===== src/rtl/escaped_led_command_deframer_defines.svh =====
// Assertion helpers for the LED command deframer.
// All of them sample on clk and are disabled while rst_n is low.
`ifndef ESCAPED_LED_COMMAND_DEFRAMER_DEFINES_SVH
`define ESCAPED_LED_COMMAND_DEFRAMER_DEFINES_SVH

// Same-cycle implication.
`define ELD_ASSERT_IMPL(label, ante, cons, msg) \
    label: assert property (@(posedge clk) disable iff (!rst_n) (ante) |-> (cons)) \
        else $error(msg);

// Next-cycle implication.
`define ELD_ASSERT_NEXT(label, ante, cons, msg) \
    label: assert property (@(posedge clk) disable iff (!rst_n) (ante) |=> (cons)) \
        else $error(msg);

`endif


===== src/rtl/eld_pkg.sv =====
package eld_pkg;

    localparam int FRAME_BYTES_DEF = 720;
    localparam int COLUMNS_DEF     = 50;
    localparam int ROWS_DEF        = 6;

    localparam int POS_W = 10;

    localparam logic [7:0] BYTE_LED    = 8'h42;
    localparam logic [7:0] BYTE_FRAME  = 8'h23;
    localparam logic [7:0] BYTE_ESCAPE = 8'h65;
    localparam logic [7:0] BYTE_BOOT   = 8'h66;

    localparam logic [7:0] ESC_FRAME  = 8'h01;
    localparam logic [7:0] ESC_LED    = 8'h02;
    localparam logic [7:0] ESC_ESCAPE = 8'h03;
    localparam logic [7:0] ESC_BOOT   = 8'h04;

    typedef enum logic [1:0] {
        KIND_LED   = 2'd0,
        KIND_FRAME = 2'd1,
        KIND_BOOT  = 2'd2
    } kind_t;

    typedef enum logic [2:0] {
        MODE_IDLE   = 3'd0,
        MODE_COLUMN = 3'd1,
        MODE_ROW    = 3'd2,
        MODE_RED    = 3'd3,
        MODE_GREEN  = 3'd4,
        MODE_BLUE   = 3'd5,
        MODE_FRAME  = 3'd6
    } mode_t;

    typedef struct packed {
        kind_t              kind;
        logic [7:0]         column;
        logic [7:0]         row;
        logic [7:0]         red;
        logic [7:0]         green;
        logic [7:0]         blue;
        logic [POS_W-1:0]   index;
        logic [7:0]         data;
        logic               last;
    } result_t;

    function automatic logic [7:0] unescape(input logic [7:0] v);
        logic [7:0] r;
        begin
            unique case (v)
                ESC_FRAME:  r = BYTE_FRAME;
                ESC_LED:    r = BYTE_LED;
                ESC_ESCAPE: r = BYTE_ESCAPE;
                ESC_BOOT:   r = BYTE_BOOT;
                default:    r = v;
            endcase
            return r;
        end
    endfunction

endpackage


===== src/rtl/eld_in_stage.sv =====
module eld_in_stage
(
    input  logic       clk,
    input  logic       rst_n,
    input  logic       s_tvalid,
    output logic       s_tready,
    input  logic [7:0] s_tdata,
    input  logic       take,
    output logic       byte_valid,
    output logic [7:0] rx_byte
);

    logic       valid_reg;
    logic       valid_next;
    logic [7:0] byte_reg;

    assign s_tready   = !valid_reg || take;
    assign valid_next = (s_tvalid && s_tready) || (valid_reg && !take);

    always_ff @(posedge clk or negedge rst_n)
    begin
        if (!rst_n)
        begin
            valid_reg <= 1'b0;
        end
        else
        begin
            valid_reg <= valid_next;
        end
    end

    always_ff @(posedge clk)
    begin
        if (s_tvalid && s_tready)
        begin
            byte_reg <= s_tdata;
        end
    end

    assign byte_valid = valid_reg;
    assign rx_byte    = byte_reg;

endmodule


===== src/rtl/eld_parser.sv =====
module eld_parser
#(
    parameter int FRAME_BYTES = eld_pkg::FRAME_BYTES_DEF,
    parameter int COLUMNS     = eld_pkg::COLUMNS_DEF,
    parameter int ROWS        = eld_pkg::ROWS_DEF
)
(
    input  logic             clk,
    input  logic             rst_n,
    input  logic             fire,
    input  logic [7:0]       rx_byte,
    output logic             res_valid,
    output eld_pkg::result_t result
);

    eld_pkg::mode_t                 mode_reg;
    eld_pkg::mode_t                 mode_next;
    logic                           escape_reg;
    logic                           escape_next;
    logic [3:0][7:0]                held_reg;
    logic [3:0][7:0]                held_next;
    logic [eld_pkg::POS_W-1:0]      pos_reg;
    logic [eld_pkg::POS_W-1:0]      pos_next;

    logic                           is_led;
    logic                           is_frame;
    logic                           is_escape;
    logic                           is_boot;
    logic [7:0]                     data;
    logic                           frame_end;
    logic                           in_range;

    assign is_led     = rx_byte == eld_pkg::BYTE_LED;
    assign is_frame   = rx_byte == eld_pkg::BYTE_FRAME;
    assign is_escape  = rx_byte == eld_pkg::BYTE_ESCAPE;
    assign is_boot    = rx_byte == eld_pkg::BYTE_BOOT;
    assign data       = escape_reg ? eld_pkg::unescape(rx_byte) : rx_byte;

    assign frame_end = ({1'b0, pos_reg} + 11'd1) >= 11'(FRAME_BYTES);
    assign in_range  = (9'(held_reg[0]) < 9'(COLUMNS)) && (9'(held_reg[1]) < 9'(ROWS));

    // next state
    always_comb
    begin
        mode_next   = mode_reg;
        escape_next = escape_reg;
        held_next   = held_reg;
        pos_next    = pos_reg;
        if (fire)
        begin
            priority if (is_led)
            begin
                mode_next = eld_pkg::MODE_COLUMN;
            end
            else if (is_frame)
            begin
                mode_next = eld_pkg::MODE_FRAME;
                pos_next  = '0;
            end
            else if (is_escape)
            begin
                escape_next = 1'b1;
            end
            else if (is_boot)
            begin
                mode_next   = eld_pkg::MODE_IDLE;
                escape_next = 1'b0;
                held_next   = '0;
                pos_next    = '0;
            end
            else
            begin
                escape_next = 1'b0;
                unique case (mode_reg)
                    eld_pkg::MODE_COLUMN:
                    begin
                        held_next[0] = data;
                        mode_next    = eld_pkg::MODE_ROW;
                    end
                    eld_pkg::MODE_ROW:
                    begin
                        held_next[1] = data;
                        mode_next    = eld_pkg::MODE_RED;
                    end
                    eld_pkg::MODE_RED:
                    begin
                        held_next[2] = data;
                        mode_next    = eld_pkg::MODE_GREEN;
                    end
                    eld_pkg::MODE_GREEN:
                    begin
                        held_next[3] = data;
                        mode_next    = eld_pkg::MODE_BLUE;
                    end
                    eld_pkg::MODE_FRAME:
                    begin
                        if (frame_end)
                        begin
                            mode_next = eld_pkg::MODE_IDLE;
                            pos_next  = '0;
                        end
                        else
                        begin
                            pos_next = pos_reg + 10'd1;
                        end
                    end
                    default:
                    begin
                        mode_next = eld_pkg::MODE_IDLE;
                    end
                endcase
            end
        end
    end

    // result
    always_comb
    begin
        res_valid = 1'b0;
        result    = '0;
        if (fire && !is_led && !is_frame && !is_escape)
        begin
            if (is_boot)
            begin
                res_valid   = 1'b1;
                result.kind = eld_pkg::KIND_BOOT;
            end
            else if (mode_reg == eld_pkg::MODE_BLUE)
            begin
                res_valid     = in_range;
                result.kind   = eld_pkg::KIND_LED;
                result.column = held_reg[0];
                result.row    = held_reg[1];
                result.red    = held_reg[2];
                result.green  = held_reg[3];
                result.blue   = data;
            end
            else if (mode_reg == eld_pkg::MODE_FRAME)
            begin
                res_valid    = 1'b1;
                result.kind  = eld_pkg::KIND_FRAME;
                result.index = pos_reg;
                result.data  = data;
                result.last  = frame_end;
            end
        end
    end

    always_ff @(posedge clk or negedge rst_n)
    begin
        if (!rst_n)
        begin
            mode_reg   <= eld_pkg::MODE_IDLE;
            escape_reg <= 1'b0;
            held_reg   <= '0;
            pos_reg    <= '0;
        end
        else
        begin
            mode_reg   <= mode_next;
            escape_reg <= escape_next;
            held_reg   <= held_next;
            pos_reg    <= pos_next;
        end
    end

endmodule


===== src/rtl/eld_out_stage.sv =====
module eld_out_stage
(
    input  logic             clk,
    input  logic             rst_n,
    input  logic             res_valid,
    input  eld_pkg::result_t result,
    output logic             take,
    output logic             m_tvalid,
    input  logic             m_tready,
    output eld_pkg::result_t out_result
);

    logic             valid_reg;
    logic             valid_next;
    eld_pkg::result_t result_reg;

    assign take       = !valid_reg || m_tready;
    assign valid_next = take ? res_valid : valid_reg;

    always_ff @(posedge clk or negedge rst_n)
    begin
        if (!rst_n)
        begin
            valid_reg <= 1'b0;
        end
        else
        begin
            valid_reg <= valid_next;
        end
    end

    always_ff @(posedge clk)
    begin
        if (take && res_valid)
        begin
            result_reg <= result;
        end
    end

    assign m_tvalid   = valid_reg;
    assign out_result = result_reg;

endmodule


===== src/rtl/escaped_led_command_deframer.sv =====
// Escaped LED command deframer.
// Slave channel s_*: one received serial byte per item in s_tdata[7:0].
// Master channel m_*: one event per item. m_tuser carries the event kind
// (LED set, frame byte, bootloader request), m_tlast flags the last byte of
// a frame, m_tdata carries the LED command or the frame byte and its index.
// Control bytes (except the bootloader byte, which gives a bootloader event)
// and incomplete or out-of-range commands give no item. A taken byte is held in
// the input register, parsed by the combinational parse logic, and its event is registered in the output register.
// Throughput: one byte per cycle unless m_tready stalls a waiting event, set
// by the combinational parse logic between the input and output registers.
// When m_tready is low and an event is waiting, the input register still takes
// one more byte if it is empty; after that s_tready drops until the event is taken.
// Reset (rst_n low, asynchronous) empties both registers and returns the
// parser to idle with no escape armed and no partial command or frame.
`include "escaped_led_command_deframer_defines.svh"

module escaped_led_command_deframer
#(
    parameter int FRAME_BYTES = eld_pkg::FRAME_BYTES_DEF,
    parameter int COLUMNS     = eld_pkg::COLUMNS_DEF,
    parameter int ROWS        = eld_pkg::ROWS_DEF
)
(
    input  logic        clk,
    input  logic        rst_n,
    input  logic        s_tvalid,
    output logic        s_tready,
    input  logic [7:0]  s_tdata,   // [7:0] rx_byte
    output logic        m_tvalid,
    input  logic        m_tready,
    output logic [63:0] m_tdata,   // led_column, led_row, red_level, green_level,
                                   // blue_level, frame_index, frame_byte, zero pad
    output logic [1:0]  m_tuser,   // event_kind
    output logic        m_tlast    // frame_last
);

    logic             take;
    logic             byte_valid;
    logic [7:0]       rx_byte;
    logic             res_valid;
    eld_pkg::result_t result;
    eld_pkg::result_t out_result;

    eld_in_stage u_in
    (
        .clk        (clk),
        .rst_n      (rst_n),
        .s_tvalid   (s_tvalid),
        .s_tready   (s_tready),
        .s_tdata    (s_tdata),
        .take       (take),
        .byte_valid (byte_valid),
        .rx_byte    (rx_byte)
    );

    eld_parser
    #(
        .FRAME_BYTES (FRAME_BYTES),
        .COLUMNS     (COLUMNS),
        .ROWS        (ROWS)
    )
    u_parser
    (
        .clk       (clk),
        .rst_n     (rst_n),
        .fire      (byte_valid && take),
        .rx_byte   (rx_byte),
        .res_valid (res_valid),
        .result    (result)
    );

    eld_out_stage u_out
    (
        .clk        (clk),
        .rst_n      (rst_n),
        .res_valid  (res_valid),
        .result     (result),
        .take       (take),
        .m_tvalid   (m_tvalid),
        .m_tready   (m_tready),
        .out_result (out_result)
    );

    assign m_tdata = {6'b0, out_result.data, out_result.index, out_result.blue,
                      out_result.green, out_result.red, out_result.row,
                      out_result.column};
    assign m_tuser = out_result.kind;
    assign m_tlast = out_result.last;

    `ELD_ASSERT_IMPL(a_last_is_frame, m_tvalid && m_tlast,
                     m_tuser == eld_pkg::KIND_FRAME, "tlast on non-frame item")
    `ELD_ASSERT_IMPL(a_led_in_range, m_tvalid && m_tuser == eld_pkg::KIND_LED,
                     (9'(m_tdata[7:0]) < 9'(COLUMNS)) && (9'(m_tdata[15:8]) < 9'(ROWS)),
                     "LED item out of range")
    `ELD_ASSERT_IMPL(a_index_in_range, m_tvalid && m_tuser == eld_pkg::KIND_FRAME,
                     11'(m_tdata[49:40]) < 11'(FRAME_BYTES), "frame index past frame end")
    `ELD_ASSERT_NEXT(a_result_lands, byte_valid && take && res_valid, m_tvalid,
                     "parsed event lost")

endmodule

===== config.mk =====
export PLATFORM = sky130hd
export DESIGN_NAME = escaped_led_command_deframer
export DESIGN_NICKNAME = d
export VERILOG_FILES = /design/src/rtl/eld_pkg.sv /design/src/rtl/eld_in_stage.sv /design/src/rtl/eld_parser.sv /design/src/rtl/eld_out_stage.sv /design/src/rtl/escaped_led_command_deframer.sv
export VERILOG_INCLUDE_DIRS = /design/src /design/src/rtl
export SDC_FILE = /design/constraint.sdc
export NUM_CORES = 1
export LEC_CHECK = 0
export BUFFER_PORTS_ARGS = -buffer_cell sky130_fd_sc_hd__buf_4
export CAP_MARGIN = 15
export CORE_MARGIN = 5
export CORE_UTILIZATION = 56
export CTS_CLUSTER_DIAMETER = 30
export DETAILED_ROUTE_END_ITERATION = 12
export PLACE_DENSITY_LB_ADDON = 0.2
export SLEW_MARGIN = 20
export SYNTH_ARGS = -nofsm -noshare
export SYNTH_HDL_FRONTEND = slang
export SYNTH_HIERARCHICAL = 1
export SYNTH_SLANG_ARGS = --single-unit

===== constraint.sdc =====
create_clock -name clk -period 3.54 [get_ports clk]
set_input_delay 0.354 -clock clk [delete_from_list [all_inputs] [get_ports clk]]
set_output_delay 0.354 -clock clk [all_outputs]
set_load 0.01 [all_outputs]

==> reports/metrics.yaml <==
clk_latency_ps: 500
core_region_area_mm2: 0.009109
htree_num_levels: 4
worst_pin_slew_ps: 894.3
grt_pass1_vias: 3521
synth_edf_count: 69
drc: 0
syn_area_mm2: 0.005156
largest_reg_flops: 61
post_route_cells_drive_above_1_share: 0.3195
rsz0062_at_grt: "no"
place_hpwl_mm: 7.153
holdPathStages: 1
die_width_um: 106.0
io_pins: 81
status: "finished clean"
ant_nets: 0
grt_first_pass_wirelength_mm: 17.93
finalSetupTns_ps: 0
start_kind: "flip-flop"
skew_ps: 8.991
postCtsResizedCells: 0
synth_seq_area_share: 0.6348
nets: 482
relSlewSlack: 0.3998
synthCells: 393
synth-warning-count: 6
start_util: 0.5661
grt.total_usage: 0.2051
wl_mm: 11.11
dpl_cell_area_mm2: 0.005763
hold_path_class: "input pin to flip-flop"
rows: 35
port_buffers: 74
firstDrtPassIters: 5
use_met1: 0.2628
clk_pin_slew_ps: 50
cp_max_fo: 42
postCtsSetupRepairBufs: 0
ys.flop_type: "edfxtp_1"
min_period_ps: 2996
worstPathArrival_ps: 3180
cts_made_buffers: 17
syn_area_per_cell_um2: 13.12
via_per_inst: 5.980
finalPower_mw: 4.199
num_antenna_cells: 0
p_leak_nw: 2.730
critPathMaxStageDelay_ps: 760
worstRegToRegCells: 6
fmax_ghz: 0.3338
ys_types: 61
worst_hold_slack_ps: 29.68
area.growth.synth_to_final_pct: 23.73
cp_cell_sequence: "nor4b_1, nand4_1, buf_4, a31oi_1, and2_4, buf_12"
final_max_slew_viol_count: 0
grtUsageMet3: 0.05282
drtIter0Drc: 192
cts_tree: "yes"
synthArstFlopShare: 0.4103
ys_ff_latch: 117
cp_slowest_cell: "nor4b_1"
grt_antenna_before_repair: 0
fin_area_mm2: 0.006380
cts.sinks: 117
setup_viol: 0
vias: 3546
gp_congestion: 0.8992
hold_violations: 0
cts_buffer_depth: 2
use_met2: 0.3424
die_h_um: 106.0
gr-total-overflow: 0
cts_root_buf: "clkbuf_8"
p_per_area_mw_per_mm2: 658.1
grt_max_degree: 49
postCtsHoldBufs: 1
fin_crit_sh: 0.8463
critPathRequiredTime_ps: 3720
wl_per_cell_um: 18.73
worstSetupPathType: "flip-flop to flip-flop"
setup.worst_path.end_class: "flip-flop"
dieArea_mm2: 0.01123
maxCapViolCount: 0
vdd_ir_drop_max_uv: 347.0
busiest_layer: "met2"
worst paths after layout:
| kind | startpoint | end | slack [ps] |
|---|---|---|---|
| worst max-delay path | u_in/rx_byte[7] | u_out/out_result[19] | 540 |
| worst min-delay path | s_tdata[2] | u_in/rx_byte[2] | 30 |
| worst max register to register | u_in/rx_byte[7] | u_out/out_result[19] | 540 |
| worst min register to register | u_parser/held_reg[0] | u_parser/held_reg[0] | 490 |
| max in group asynchronous | rst_n | u_parser/pos_reg[2] | 2690 |
| min in group asynchronous | rst_n | u_in/byte_valid | 410 |
kinds of logic (layout without fill, tap and decap cells):
family,count (synthesis),count (layout),share of synthesized area
other,1,6,0.0007273
xor gates and xnor gates,2,2,0.003398
muxes,31,31,0.06722
DFF,117,117,0.6348
buffers and inverters,34,118,0.03446
AOI/OAI and AO/OA,60,60,0.08614
adders and majority gates,1,1,0.002426
and+or+nand+nor,147,147,0.1708
critical path: cells and delay by family (launching register included):
family	cells	cell delay, ps
buffers and inverters	2	540
AO/OA/AOI/OAI	1	190
flip-flops	1	550
AND/OR/NAND/NOR	3	1350
where the power goes:
part | total (mW) | switching, mW | leakage, nW | internal, mW
clock network | 1.74 | 0.561 | 0.294 | 1.18
logic | 0.583 | 0.280 | 1.15 | 0.303
registers | 1.88 | 0.179 | 1.28 | 1.70
area by class of cell:
type,instances,area (um2)
flip-flops and latches,117,3273
well taps,111,138.9
clock inverters,9,150.1
repair buffers,79,608.1
inverters,7,28.78
multi-input cells,247,1724
fillers,651,2729
clock buffers,23,456.7
cell usage in the layout, fill, tap and decap left out, types with 3 or more instances in the layout:
cell type / netlist / final
a2bb2oi_1: 4 / 4
inv_1: 5 / 5
nand3_1: 9 / 9
and2_1: 20 / 20
edfxtp_1: 69 / 69
bufinv_16: 0 / 4
clkbuf_16: 0 / 16
nand4_1: 7 / 7
clkbuf_1: 15 / 4
conb_1: 1 / 6
nand2b_1: 3 / 3
nor3b_1: 3 / 3
nor3_1: 7 / 7
o21ai_2: 3 / 3
clkbuf_8: 0 / 3
nor2_1: 19 / 19
buf_4: 8 / 77
o21ai_0: 8 / 8
mux2_2: 29 / 29
a22o_1: 4 / 4
a221o_1: 3 / 3
and3_1: 34 / 34
nor4_1: 5 / 5
nand2_1: 18 / 18
a21oi_1: 11 / 11
o31ai_1: 4 / 4
dfrtp_1: 48 / 48
metrics by stage:
step	std cells	setup WS (ps)	util
global placement	560	781.0	0.6327
floorplan	398	867.2	-
global route	593	389.4	0.7004
detailed placement	560	665.1	0.6327
finish	593	544.2	0.7004
CTS	593	594.0	0.7004
routing by layer:
layer | share of wire | routed length, um
met1 | 0.42 | 4680
met2 | 0.50 | 5566
met3 | 0.065 | 721
met4 | 0.012 | 136
met5 | 0 | 0
synth_stat cells (3+ instances only):
cell        n  area, um2
edfxtp_1   69       2072
dfrtp_1    48       1201
and3_1     34      212.7
mux2_2     29      326.6
and2_1     20      125.1
nor2_1     19      71.32
nand2_1    18      67.56
clkbuf_1   15      56.30
a21oi_1    11      55.05
nand3_1     9      45.04
buf_4       8      60.06
o21ai_0     8      40.04
nand4_1     7      43.79
nor3_1      7      35.03
inv_1       5      18.77
nor4_1      5      31.28
a22o_1      4      35.03
a2bb2oi_1   4      35.03
o31ai_1     4      30.03
a221o_1     3      30.03
nand2b_1    3      18.77
nor3b_1     3      22.52
o21ai_2     3      26.28
Power figures use the tool's default switching activity.
